File: src/rtl/saa_pkg.sv
package saa_pkg;

    localparam int MAX_HOST_BITS = 10;
    localparam int ADDR_W        = 32;
    localparam int NODE_W        = MAX_HOST_BITS + 1;
    localparam int TREE_DEPTH    = 1 << NODE_W;
    localparam int CNT_W         = 11;
    localparam int HBITS_W       = 4;
    localparam int CFG_IDX_W     = 2;
    localparam int CFG_DATA_W    = 32;

    localparam logic [HBITS_W-1:0] HBITS_MIN   = HBITS_W'(2);
    localparam logic [HBITS_W-1:0] HBITS_MAX   = HBITS_W'(MAX_HOST_BITS);
    localparam logic [HBITS_W-1:0] HBITS_RESET = HBITS_W'(8);

    localparam logic [CFG_IDX_W-1:0] REG_NETWORK   = CFG_IDX_W'(0);
    localparam logic [CFG_IDX_W-1:0] REG_HOST_BITS = CFG_IDX_W'(1);

    localparam logic CMD_ALLOC = 1'b0;
    localparam logic CMD_FREE  = 1'b1;

    typedef enum logic [1:0] {
        ST_OK          = 2'd0,
        ST_EXHAUSTED   = 2'd1,
        ST_RESERVED    = 2'd2,
        ST_DOUBLE_FREE = 2'd3
    } t_saa_status;

    typedef struct packed {
        logic              cmd;
        logic [ADDR_W-1:0] address;
    } t_saa_in;

    typedef struct packed {
        t_saa_status       status;
        logic [ADDR_W-1:0] granted_address;
        logic [CNT_W-1:0]  free_count;
    } t_saa_out;

    // Datapath operations issued by the controller, one per cycle.
    typedef enum logic [3:0] {
        OP_NONE,
        OP_CLEAR_INIT,
        OP_CLEAR,
        OP_CAPTURE,
        OP_RD_LEAF,
        OP_RD_ROOT,
        OP_RD_LEFT,
        OP_DESCEND,
        OP_SET_LEAF,
        OP_RD_SIB,
        OP_UP,
        OP_FREE,
        OP_FINISH
    } t_saa_op;

    typedef struct packed {
        t_saa_op     op;
        t_saa_status status;
    } t_saa_cmd;

    typedef struct packed {
        logic rd_full;
        logic clr_last;
        logic lvl_last;
        logic at_root;
        logic addr_nz;
        logic host_rsv;
        logic is_free;
        logic cfg_hit;
    } t_saa_stat;

endpackage

File: src/rtl/saa_datapath.sv
module saa_datapath (
    input  logic                                i_clk,
    input  logic                                i_rst_n,
    input  logic                                i_cfg_we,
    input  logic [saa_pkg::CFG_IDX_W-1:0]       i_cfg_idx,
    input  logic [saa_pkg::CFG_DATA_W-1:0]      i_cfg_data,
    input  saa_pkg::t_saa_in                    i_item,
    input  saa_pkg::t_saa_cmd                   i_cmd,
    output saa_pkg::t_saa_stat                  o_stat,
    output saa_pkg::t_saa_out                   o_result
);

    localparam int NW = saa_pkg::NODE_W;

    logic                            mem [saa_pkg::TREE_DEPTH];
    logic                            r_rdata;

    logic [saa_pkg::ADDR_W-1:0]      r_net;
    logic [saa_pkg::HBITS_W-1:0]     r_hbits;
    logic                            r_cmd;
    logic [saa_pkg::ADDR_W-1:0]      r_addr;
    logic [NW-1:0]                   r_idx;
    logic                            r_val;
    logic [saa_pkg::HBITS_W-1:0]     r_lvl;
    logic [NW-1:0]                   r_clr;
    logic [saa_pkg::CNT_W-1:0]       r_used;
    logic [NW-1:0]                   r_host;
    saa_pkg::t_saa_status            r_status;
    logic [saa_pkg::ADDR_W-1:0]      r_granted;

    logic [saa_pkg::HBITS_W-1:0]     eff_bits;
    logic [NW-1:0]                   size;
    logic [NW-1:0]                   hmask;
    logic [NW-1:0]                   host;
    logic [NW-1:0]                   leaf;
    logic [NW-1:0]                   top_leaf;
    logic [NW-1:0]                   left;
    logic                            rd_en;
    logic [NW-1:0]                   rd_addr;
    logic                            wr_en;
    logic [NW-1:0]                   wr_addr;
    logic                            wr_data;
    logic                            up_val;

    always_comb begin
        if (r_hbits < saa_pkg::HBITS_MIN) begin
            eff_bits = saa_pkg::HBITS_MIN;
        end else if (r_hbits > saa_pkg::HBITS_MAX) begin
            eff_bits = saa_pkg::HBITS_MAX;
        end else begin
            eff_bits = r_hbits;
        end
    end

    assign size     = NW'(1) << eff_bits;
    assign hmask    = size - NW'(1);
    assign host     = r_addr[NW-1:0] & hmask;
    assign leaf     = size | host;
    assign top_leaf = NW'({size, 1'b0}) - NW'(1);
    assign left     = {r_idx[NW-2:0], 1'b0};
    assign up_val   = r_val & r_rdata;

    always_comb begin
        rd_en   = 1'b0;
        rd_addr = r_idx;
        wr_en   = 1'b0;
        wr_addr = r_idx;
        wr_data = 1'b0;
        case (i_cmd.op)
            saa_pkg::OP_CLEAR: begin
                wr_en   = 1'b1;
                wr_addr = r_clr;
                wr_data = (r_clr == size) || (r_clr == top_leaf);
            end
            saa_pkg::OP_RD_LEAF: begin
                rd_en   = 1'b1;
                rd_addr = leaf;
            end
            saa_pkg::OP_RD_ROOT: begin
                rd_en   = 1'b1;
                rd_addr = NW'(1);
            end
            saa_pkg::OP_RD_LEFT: begin
                rd_en   = 1'b1;
                rd_addr = left;
            end
            saa_pkg::OP_RD_SIB: begin
                rd_en   = 1'b1;
                rd_addr = r_idx ^ NW'(1);
            end
            saa_pkg::OP_SET_LEAF: begin
                wr_en   = 1'b1;
                wr_data = 1'b1;
            end
            saa_pkg::OP_UP: begin
                wr_en   = 1'b1;
                wr_addr = r_idx >> 1;
                wr_data = up_val;
            end
            saa_pkg::OP_FREE: begin
                wr_en   = 1'b1;
                wr_data = 1'b0;
            end
            default: begin
                rd_en = 1'b0;
            end
        endcase
    end

    // Full-bit tree, one bit per heap node.
    always_ff @(posedge i_clk) begin
        if (wr_en) begin
            mem[wr_addr] <= wr_data;
        end
        if (rd_en) begin
            r_rdata <= mem[rd_addr];
        end
    end

    always_ff @(posedge i_clk) begin
        if (!i_rst_n) begin
            r_net   <= '0;
            r_hbits <= saa_pkg::HBITS_RESET;
            r_clr   <= '0;
            r_used  <= saa_pkg::CNT_W'(2);
        end else begin
            if (i_cfg_we && i_cfg_idx == saa_pkg::REG_NETWORK) begin
                r_net <= i_cfg_data;
            end
            if (i_cfg_we && i_cfg_idx == saa_pkg::REG_HOST_BITS) begin
                r_hbits <= i_cfg_data[saa_pkg::HBITS_W-1:0];
            end
            case (i_cmd.op)
                saa_pkg::OP_CLEAR_INIT: begin
                    r_clr  <= '0;
                    r_used <= saa_pkg::CNT_W'(2);
                end
                saa_pkg::OP_CLEAR: begin
                    r_clr <= r_clr + NW'(1);
                end
                saa_pkg::OP_SET_LEAF: begin
                    r_used <= r_used + saa_pkg::CNT_W'(1);
                end
                saa_pkg::OP_FINISH: begin
                    if (i_cmd.status == saa_pkg::ST_OK && r_cmd == saa_pkg::CMD_FREE
                        && r_used != '0) begin
                        r_used <= r_used - saa_pkg::CNT_W'(1);
                    end
                end
                default: begin
                    r_clr <= r_clr;
                end
            endcase
        end
    end

    always_ff @(posedge i_clk) begin
        case (i_cmd.op)
            saa_pkg::OP_CAPTURE: begin
                r_cmd  <= i_item.cmd;
                r_addr <= i_item.address;
            end
            saa_pkg::OP_RD_LEAF: begin
                r_idx <= leaf;
            end
            saa_pkg::OP_RD_ROOT: begin
                r_idx <= NW'(1);
                r_lvl <= '0;
            end
            saa_pkg::OP_DESCEND: begin
                r_idx <= left | NW'(r_rdata);
                r_lvl <= r_lvl + saa_pkg::HBITS_W'(1);
            end
            saa_pkg::OP_SET_LEAF: begin
                r_val  <= 1'b1;
                r_host <= r_idx & hmask;
            end
            saa_pkg::OP_UP: begin
                r_val <= up_val;
                r_idx <= r_idx >> 1;
            end
            saa_pkg::OP_FREE: begin
                r_idx <= r_idx >> 1;
            end
            saa_pkg::OP_FINISH: begin
                r_status <= i_cmd.status;
                if (i_cmd.status == saa_pkg::ST_OK && r_cmd == saa_pkg::CMD_ALLOC) begin
                    r_granted <= r_net | saa_pkg::ADDR_W'(r_host);
                end else begin
                    r_granted <= '0;
                end
            end
            default: begin
                r_val <= r_val;
            end
        endcase
    end

    assign o_stat.rd_full  = r_rdata;
    assign o_stat.clr_last = (r_clr == '1);
    assign o_stat.lvl_last = (r_lvl == eff_bits - saa_pkg::HBITS_W'(1));
    assign o_stat.at_root  = (r_idx == NW'(1));
    assign o_stat.addr_nz  = (r_addr != '0);
    assign o_stat.host_rsv = (host == '0) || (host == hmask);
    assign o_stat.is_free  = (r_cmd == saa_pkg::CMD_FREE);
    assign o_stat.cfg_hit  = i_cfg_we && (i_cfg_idx == saa_pkg::REG_NETWORK
                                          || i_cfg_idx == saa_pkg::REG_HOST_BITS);

    assign o_result.status          = r_status;
    assign o_result.granted_address = r_granted;
    assign o_result.free_count      = size - r_used;

endmodule

File: src/rtl/saa_controller.sv
module saa_controller (
    input  logic                i_clk,
    input  logic                i_rst_n,
    input  logic                i_start,
    input  saa_pkg::t_saa_stat  i_stat,
    output saa_pkg::t_saa_cmd   o_cmd,
    output logic                o_busy,
    output logic                o_done
);

    typedef enum logic [3:0] {
        S_CLEAR,
        S_IDLE,
        S_DISPATCH,
        S_A_CHK,
        S_R_CHK,
        S_D_RD,
        S_D_CHK,
        S_SET,
        S_UP_RD,
        S_UP_WR,
        S_F_CHK,
        S_F_WR,
        S_F_END,
        S_DONE
    } t_state;

    t_state r_state;
    t_state n_state;
    logic   r_done;
    logic   n_done;

    always_comb begin
        n_state       = r_state;
        n_done        = 1'b0;
        o_cmd.op      = saa_pkg::OP_NONE;
        o_cmd.status  = saa_pkg::ST_OK;
        case (r_state)
            S_CLEAR: begin
                o_cmd.op = saa_pkg::OP_CLEAR;
                if (i_stat.clr_last) begin
                    n_state = S_IDLE;
                end
            end
            S_IDLE: begin
                if (i_start) begin
                    o_cmd.op = saa_pkg::OP_CAPTURE;
                    n_state  = S_DISPATCH;
                end
            end
            S_DISPATCH: begin
                if (i_stat.is_free) begin
                    if (i_stat.host_rsv) begin
                        o_cmd.op     = saa_pkg::OP_FINISH;
                        o_cmd.status = saa_pkg::ST_RESERVED;
                        n_state      = S_DONE;
                    end else begin
                        o_cmd.op = saa_pkg::OP_RD_LEAF;
                        n_state  = S_F_CHK;
                    end
                end else if (i_stat.addr_nz) begin
                    o_cmd.op = saa_pkg::OP_RD_LEAF;
                    n_state  = S_A_CHK;
                end else begin
                    o_cmd.op = saa_pkg::OP_RD_ROOT;
                    n_state  = S_R_CHK;
                end
            end
            S_A_CHK: begin
                if (!i_stat.rd_full) begin
                    n_state = S_SET;
                end else begin
                    o_cmd.op = saa_pkg::OP_RD_ROOT;
                    n_state  = S_R_CHK;
                end
            end
            S_R_CHK: begin
                if (i_stat.rd_full) begin
                    o_cmd.op     = saa_pkg::OP_FINISH;
                    o_cmd.status = saa_pkg::ST_EXHAUSTED;
                    n_state      = S_DONE;
                end else begin
                    o_cmd.op = saa_pkg::OP_RD_LEFT;
                    n_state  = S_D_CHK;
                end
            end
            S_D_RD: begin
                o_cmd.op = saa_pkg::OP_RD_LEFT;
                n_state  = S_D_CHK;
            end
            S_D_CHK: begin
                o_cmd.op = saa_pkg::OP_DESCEND;
                n_state  = i_stat.lvl_last ? S_SET : S_D_RD;
            end
            S_SET: begin
                o_cmd.op = saa_pkg::OP_SET_LEAF;
                n_state  = S_UP_RD;
            end
            S_UP_RD: begin
                if (i_stat.at_root) begin
                    o_cmd.op = saa_pkg::OP_FINISH;
                    n_state  = S_DONE;
                end else begin
                    o_cmd.op = saa_pkg::OP_RD_SIB;
                    n_state  = S_UP_WR;
                end
            end
            S_UP_WR: begin
                o_cmd.op = saa_pkg::OP_UP;
                n_state  = S_UP_RD;
            end
            S_F_CHK: begin
                if (!i_stat.rd_full) begin
                    o_cmd.op     = saa_pkg::OP_FINISH;
                    o_cmd.status = saa_pkg::ST_DOUBLE_FREE;
                    n_state      = S_DONE;
                end else begin
                    n_state = S_F_WR;
                end
            end
            S_F_WR: begin
                o_cmd.op = saa_pkg::OP_FREE;
                if (i_stat.at_root) begin
                    n_state = S_F_END;
                end
            end
            S_F_END: begin
                o_cmd.op = saa_pkg::OP_FINISH;
                n_state  = S_DONE;
            end
            S_DONE: begin
                n_state = S_IDLE;
            end
            default: begin
                n_state = S_CLEAR;
            end
        endcase
        if (n_state == S_DONE) begin
            n_done = 1'b1;
        end
        // A write of either layout register restarts the clearing sweep.
        if (i_stat.cfg_hit) begin
            o_cmd.op     = saa_pkg::OP_CLEAR_INIT;
            o_cmd.status = saa_pkg::ST_OK;
            n_state      = S_CLEAR;
            n_done       = 1'b0;
        end
    end

    always_ff @(posedge i_clk) begin
        if (!i_rst_n) begin
            r_state <= S_CLEAR;
            r_done  <= 1'b0;
        end else begin
            r_state <= n_state;
            r_done  <= n_done;
        end
    end

    assign o_busy = (r_state != S_IDLE);
    assign o_done = r_done;

endmodule

File: src/rtl/subnet_address_allocator.sv
// Subnet host address allocator.
// A transaction is accepted at a rising edge where start is high and busy is
// low; i_item carries the command (allocate or free) and the address. Exactly
// one result follows: o_done is high for one cycle while o_result holds the
// status, the granted address and the count of free hosts. The receiver
// cannot stall, so the result must be taken in that cycle.
// Host usage is kept in a 2048-entry tree of full bits held in a single-port
// style memory (one read or one write per cycle), walked one level at a time.
// The shortest transaction is a free of a reserved host; the longest is an
// allocate whose requested host is used, followed by the lowest-free walk.
// The walk goes one tree level at a time, so the length grows with H, the
// effective number of host bits. Busy drops in the cycle after the result,
// so a new transaction is accepted only once the last one is through.
// After reset, and after every write of network_address or host_bits through
// the configuration port, the block runs a clearing pass over all 2048 words
// of the tree memory and marks the network and broadcast hosts used; busy
// stays high during the pass. Configuration must be written only while the
// block is idle or clearing; the block itself does not enforce this. A write
// during the pass restarts it.
module subnet_address_allocator (
    input  logic                            i_clk,
    input  logic                            i_rst_n,
    input  logic                            start,
    output logic                            busy,
    input  saa_pkg::t_saa_in                i_item,
    input  logic                            i_cfg_we,
    input  logic [saa_pkg::CFG_IDX_W-1:0]   i_cfg_idx,
    input  logic [saa_pkg::CFG_DATA_W-1:0]  i_cfg_data,
    output logic                            o_done,
    output saa_pkg::t_saa_out               o_result
);

    saa_pkg::t_saa_cmd  ctrl_cmd;
    saa_pkg::t_saa_stat dp_stat;

    // The controller sequences the tree walk; the datapath owns the memory,
    // the configuration registers and the result registers.
    saa_controller u_ctrl (
        .i_clk   (i_clk),
        .i_rst_n (i_rst_n),
        .i_start (start),
        .i_stat  (dp_stat),
        .o_cmd   (ctrl_cmd),
        .o_busy  (busy),
        .o_done  (o_done)
    );

    saa_datapath u_dp (
        .i_clk      (i_clk),
        .i_rst_n    (i_rst_n),
        .i_cfg_we   (i_cfg_we),
        .i_cfg_idx  (i_cfg_idx),
        .i_cfg_data (i_cfg_data),
        .i_item     (i_item),
        .i_cmd      (ctrl_cmd),
        .o_stat     (dp_stat),
        .o_result   (o_result)
    );

`ifndef SYNTHESIS
    // A result is only produced while a transaction is in flight.
    a_done_busy: assert property (@(posedge i_clk) disable iff (!i_rst_n)
        o_done |-> busy)
        else $error("result strobe outside a transaction");

    // Only a successful transaction carries a granted address.
    a_grant_zero: assert property (@(posedge i_clk) disable iff (!i_rst_n)
        (o_done && o_result.status != saa_pkg::ST_OK) |-> (o_result.granted_address == '0))
        else $error("granted address on a failed transaction");

    // An accepted transaction keeps the block busy in the next cycle.
    a_accept_busy: assert property (@(posedge i_clk) disable iff (!i_rst_n)
        (start && !busy && !i_cfg_we) |=> busy)
        else $error("accepted transaction did not raise busy");

    // Free count never exceeds the largest pool size.
    a_free_range: assert property (@(posedge i_clk) disable iff (!i_rst_n)
        o_done |-> (o_result.free_count <= saa_pkg::CNT_W'(1024)))
        else $error("free count out of range");
`endif

endmodule

File: config.mk
export PLATFORM = sky130hd
export DESIGN_NAME = subnet_address_allocator
export DESIGN_NICKNAME = d
export VERILOG_FILES = /design/src/rtl/saa_pkg.sv /design/src/rtl/saa_datapath.sv /design/src/rtl/saa_controller.sv /design/src/rtl/subnet_address_allocator.sv
export SDC_FILE = /design/constraint.sdc
export NUM_CORES = 2
export LEC_CHECK = 0
export BUFFER_PORTS_ARGS = -buffer_cell sky130_fd_sc_hd__clkbuf_2
export CORE_UTILIZATION = 40
export DETAILED_ROUTE_END_ITERATION = 8
export PLACE_DENSITY = 0.66
export SYNTH_ARGS = -nofsm -noshare
export SYNTH_HDL_FRONTEND = slang
export SYNTH_SLANG_ARGS = --single-unit
File: constraint.sdc
create_clock -name i_clk -period 176.6 [get_ports i_clk]
set_input_delay 35.32 -clock i_clk [delete_from_list [all_inputs] [get_ports i_clk]]
set_output_delay 35.32 -clock i_clk [all_outputs]
set_load 0.02 [all_outputs]
After elaboration in Yosys (flattened, before gate mapping) --
Memory sizes are Yosys's and may differ from the RTL's. A register that Yosys moved wholly into a read port is not among the register bits. Cells that the tools add are included. Widths: inputs -> output; s select.
Storage, ports and cells: flip-flop bits (word level) 157, bits in writable memories 2048, input port bits 71, word-level logic and storage cells 138, memories 1
Cells by class: add/sub/neg operators 8, $lt $le $gt $ge 2, equal/unequal tests 35, shifts and indexed selects 1, muxes and demuxes 42, bitwise gates (word level) 9, reductions and logical operators 26
Memories:
- u_dp.mem | depth 2048, width 1, read ports 1, clocked after memory_dff 1, write ports 1, RTL line saa_datapath.sv:15 | logic mem [saa_pkg::TREE_DEPTH];
Operators with widths (number):
- $pmux 4 s13 | 2
- $pmux 11 s4 | 2
- $eq 4x4->1 const B | 12
- $pmux 11 s2 | 2
- $mux 4 | 10
- $eq 11x11->1 | 3
- $pmux 11 s3 | 1
- $sub 11x1->11 const B | 3
- $eq 4x3->1 const B | 8
- $or 32x11->32 | 1
- $reduce_bool 32->1 | 1
- $add 11x1->11 const B | 2
- $and 11x11->11 | 2
- $mux 3 | 6
- $eq 4x2->1 const B | 4
- $mux 6 | 2
- $eq 11x1->1 const B | 1
- $eq 11x11->1 const B | 1
- $logic_not 11->1 | 1
- $mux 11 | 1
- $or 11x1->11 | 1
- $or 11x11->11 | 1
- $reduce_bool 11->1 | 1
- $shl 1x4->11 const A | 1
- other kinds (28) | 54

Longest topological paths before layout --
word-level depth 17, depth in mapped cells 38, gate-level depth less buffers 33

Hierarchy --
From an unflattened synthesis, not the netlist that was laid out.
Second synthesis, totals: cell total of the unflattened synthesis 9445, area, all modules 99624.3 µm²
By module, submodules not included:
- saa_datapath | instances 1, cells each 9343, area an instance 98873.6 µm²
- saa_controller | instances 1, cells each 102, area an instance 750.7 µm²

Worst setup path after synthesis --
OpenSTA, ideal clock, no wires.
path kind input port to flip-flop, start point input i_cfg_we, end point memory u_dp.mem[0] (data pin), library setup time 11539 ps, data arrival time 93701 ps, setup slack 71360 ps, stages on the path 9, buffers on the path 3, cell sequence nor2b_1 > clkbuf_1 > a31oi_1 > o21ai_2 > nor3b_2 > buf_4 > clkbuf_1 > nand2_1 > o221ai_1
On the way: cells in the longest elaborated chain, start to end 4, elaborated cells on any way between the ends 6, classes of those cells eq/ne: 3; mux: 2; reduce/logical: 1
RTL lines:
- from (decl) | RTL line subnet_address_allocator.sv:26 | input logic i_cfg_we,
- $logic_and 1x1->1 * | RTL line saa_datapath.sv:206 | assign o_stat.cfg_hit = i_cfg_we && (i_cfg_idx == saa_pkg::REG_NETWORK
- $mux 6 * | RTL line saa_controller.sv:142 | if (i_stat.cfg_hit) begin
- $eq 4x4->1 or $eq 4x2->1 (tied branches) | RTL line saa_datapath.sv:69 | case (i_cmd.op)
- $pmux 1 s3 * | RTL line saa_datapath.sv:69
- via u_dp.wr_data | RTL line saa_datapath.sv:42 | logic wr_data;
- to (decl) | RTL line saa_datapath.sv:15
Mark *: on every way through the listed nets, which the timed path passes. The rest lies on a longest branch.

Final worst setup path --
start point input i_cfg_we, end point memory u_dp.mem[1321] (data pin)
Same word-level chain as after synthesis.

==> impl_results.md <==
- Worst Skew: 0.05825 ns
- Wire length per cell: 25.20 um
- Switch share: 21.55%
- Clock Latency Late Sink: 0.91 ns
- Congestion Overflow GR: 0
- Peak Freq: 23.59 MHz
- DR iter-0 viols: 11613
- GPL Wtd Cong: 0.8830
- Yosys cell types: 97
- Initial Util: 40.34%
- Commonest non-fill, non-tap cell in the layout: nor2_1
- P_int: 843.0 uW
- Actual slew at the worst max-slew pin: 1.317 ns
- EDFF count, synth: 2143
- Main synth FF type: edfxtp_1
- Hold violation count in the final report: 0
- Delay-heaviest family, CP: buffers and inverters
- Slew margin rel.: 12.23%
- Combinational share of power: 3.2%
- Lkg Pwr: 35.55 nW
- Minimum clock period: 42.40 ns
- Data required time of the worst path: 177.11 ns
- PostCTS Resize Cnt: 0
- Vias/cell: 5.925
- Async SR Flop Fraction: 0%
- Clk slew on worst S/H paths: 0.06 ns
- Commonest cells after routing, fill and taps aside: nor2_1 (2148), edfxtp_1 (2143), nand2_1 (1798)
- Post-route clock period utilization: 24.01%
- Setup WS post-layout: 134.20 ns
- Max Cap Viol: 0
- Total CTS buffers: 221
- Die width: 500.7 um
- Worst min path class: reg -> reg
- Antenna-violating nets left: 0
- Share of power burned in registers: 54.4%
- WL final: 316.1 mm
- Root buf cell: clkbuf_16
- DP HPWL: 158.7 mm
- Setup CP Type: in -> reg
- Post-Syn Nets: 9502
- CP dominant cell by count: buf_4
- Rows: 182
- Syn avg cell area: 10.58 um^2
- Register bit total from synthesis: 2206
- Crit path arrival time: 42.90 ns
- RSZ-0062 raised after global routing: false
- First-pass GRT wire length: 457.2 mm
- Pwr Density: 9.849 mW/mm^2
- Ys Warns: 0
- Largest net degree at the start of global routing: 265
- DR pass1 iterations: 6
- Count of input and output buffers: 117
- Initial antenna violation count: 12
- Mapped Cells: 9402
- Die area: 0.2507 mm^2
- Vias in the first global route: 69565
- Critical path cell sequence: clkbuf_2 > nor2b_1 > a31oi_1 > and3_1 > and3_1 > nand2_1 > o221ai_4 > buf_4 > buf_4 > buf_4 > buf_12 > buf_4
- CTS H-tree lvls: 4
- Startpoint types: input port
- Clock buffer depth: 3
- Die height: 500.7 um
- Critical-path top delay cell: buf_4
- Crit path buf inv count: 6
- Post-CTS setup buffers: 0
- Seq/Total Area, Yosys: 65.95%
- Outcome: completed
- Post-synthesis cell area: 0.09948 mm^2
- Area Overhead vs Synth: 9.662%
- P_sw: 231.5 uW
- IO Pins: 118
- Clock power share: 42.4%
- Clk sink count: 2206
- Final Max Slew Viols: 0
- Worst setup EP type: flop
- # setup viols final: 0
- Setup TNS: 0 ns
- CP max stage delay: 1.08 ns
- Layout net count: 9150
- Post-route DRC violation count: 0
- Pre-CTS WS: 133.68 ns
- CORE AREA: 0.2466 mm^2
- Layout cell share with drive strength beyond 1: 6.991%
- TritonCTS clock tree: done
- Peak supply drop: 0.01152 mV
- # hold bufs at CTS: 0
- Global Route Usage Sum: 24.51%
- Crit path max fanout: 264
- Vias: 74302
[power groups by stage]
stage | logic (mW) | registers (mW) | clock network, mW
final | 0.0339 | 0.585 | 0.456
after CTS | 0.0332 | 0.585 | 0.459
after detailed placement | 0.0331 | 0.596 | 0
after global placement | 0.0320 | 0.596 | 0
after floorplan | 0.0171 | 0.683 | 0
after global routing | 0.0357 | 0.585 | 0.477
[layer usage]
| metal | track usage [%] | up-vias | share of wire [%] |
|---|---|---|---|
| met5 | 0 | - | 0.020 |
| met3 | 4.879 | 812 | 12 |
| met1 | 31.84 | 36871 | 38 |
| met4 | 11.56 | 10 | 5.1 |
| met2 | 39.32 | 4562 | 46 |
| li1 | - | 32047 | - |
[area by class of cell]
class,count,area (um^2)
flip-flops and latches,2206,65610
inverters,44,165.2
multi-input cells,6326,30550
fillers,22714,137500
diodes,3,7.507
well taps,3312,4144
clock buffers,274,5812
repair buffers,251,1729
clock inverters,125,1071
[worst reg2reg max path, stage by stage (launching register included)]
cell,delay [ns]
dfxtp_1,0.74
nand2b_1,0.30
a21oi_1,0.37
ha_1,0.62
nand2_1,0.34
ha_1,0.46
or4bb_1,0.57
nand4_1,0.20
a22o_1,0.18
a21o_1,0.12
o32a_1,0.37
nor2_1,0.12
and3_1,0.22
o21ai_2,0.52
nand2_1,0.50
o221ai_4,0.32
buf_4,0.71
buf_4,0.90
buf_4,0.97
buf_12,0.76
buf_4,1.36
[sequential cells by signal, summed over array words and instances (netlist names), 2 cells and up]
register,cells
u_dp.r_clr,11
u_dp.r_net,32
u_dp.mem,2048
u_dp.r_lvl,4
u_dp.r_host,11
u_dp.r_status,2
u_dp.r_addr,32
u_dp.r_used,11
u_dp.r_granted,32
u_dp.r_hbits,4
u_dp.r_idx,11
u_ctrl.r_state,4
[through the flow]
stage | power [mW] | std cells | hold WS, ns | util [%] | cell area [um^2]
CTS | 1.077 | 12538 | 0.4617 | 44.23 | 109100
finish | 1.075 | 12541 | 0.4585 | 44.24 | 109100
floorplan | 0.6999 | 9402 | 0.4388 | - | 99480
global route | 1.097 | 12538 | 0.4829 | 44.23 | 109100
detailed placement | 0.6291 | 12139 | 0.4539 | 41.44 | 102200
global placement | 0.6279 | 12139 | 0.4470 | 41.44 | 102200
[path summary, 6_finish.rpt]
kind / start / to / slack, ns / depth (start not counted)
setup / recovery: i_cfg_we / u_dp.mem[1321] / 134.20 / 12
hold / removal: u_dp.r_net[13] / u_dp.r_net[13] / 0.46 / 2
setup reg to reg: u_dp.r_hbits[2] / u_dp.mem[1321] / 165.55 / 20
hold reg to reg: u_dp.r_net[13] / u_dp.r_net[13] / 0.46 / 2
[cell usage after synthesis (7+ instances only)]
library cell | instances | share of area [%]
buf_2 | 236 | 1.2
a311oi_1 | 19 | 0.17
a2111oi_0 | 9 | 0.079
edfxtp_1 | 2143 | 65
o21ai_0 | 51 | 0.26
mux2i_1 | 200 | 2.0
xor2_1 | 15 | 0.13
and3_1 | 70 | 0.44
a32o_1 | 7 | 0.070
or2_2 | 10 | 0.063
o21bai_1 | 7 | 0.053
nand4_1 | 69 | 0.43
o2111ai_1 | 8 | 0.070
nor4_1 | 30 | 0.19
o22ai_1 | 35 | 0.22
ha_1 | 27 | 0.34
a31oi_1 | 82 | 0.52
nand3_1 | 801 | 4.0
buf_6 | 17 | 0.19
inv_1 | 44 | 0.17
nor2b_1 | 34 | 0.21
a21oi_1 | 283 | 1.4
a21o_1 | 19 | 0.14
nor3_1 | 53 | 0.27
a221oi_1 | 47 | 0.41
a22oi_1 | 94 | 0.71
nor2_1 | 2165 | 8.2
nand2_1 | 1831 | 6.9
a32oi_1 | 47 | 0.41
clkbuf_1 | 451 | 1.7
a22o_1 | 13 | 0.11
dfxtp_1 | 63 | 1.3
or3_1 | 13 | 0.082
and2_1 | 41 | 0.26
xnor2_1 | 29 | 0.26
buf_1 | 97 | 0.37
o21a_1 | 14 | 0.11
nand2b_1 | 20 | 0.13
a21boi_0 | 39 | 0.29
a211oi_1 | 28 | 0.21
buf_4 | 24 | 0.18
[cells by family (layout without fill, tap and decap cells)]
| group | after synthesis | in the layout | share of synthesized area (%) |
|---|---|---|---|
| buf+inv | 870 | 694 | 3.810 |
| fa+ha+maj | 30 | 30 | 0.3899 |
| xor+xnor | 44 | 44 | 0.3874 |
| mux | 200 | 200 | 2.012 |
| other cells | 0 | 3 | 0 |
| simple gates | 5180 | 5180 | 21.56 |
| flops | 2206 | 2206 | 65.95 |
| compound gates | 872 | 872 | 5.892 |
(Power assumes the default switching activity.)
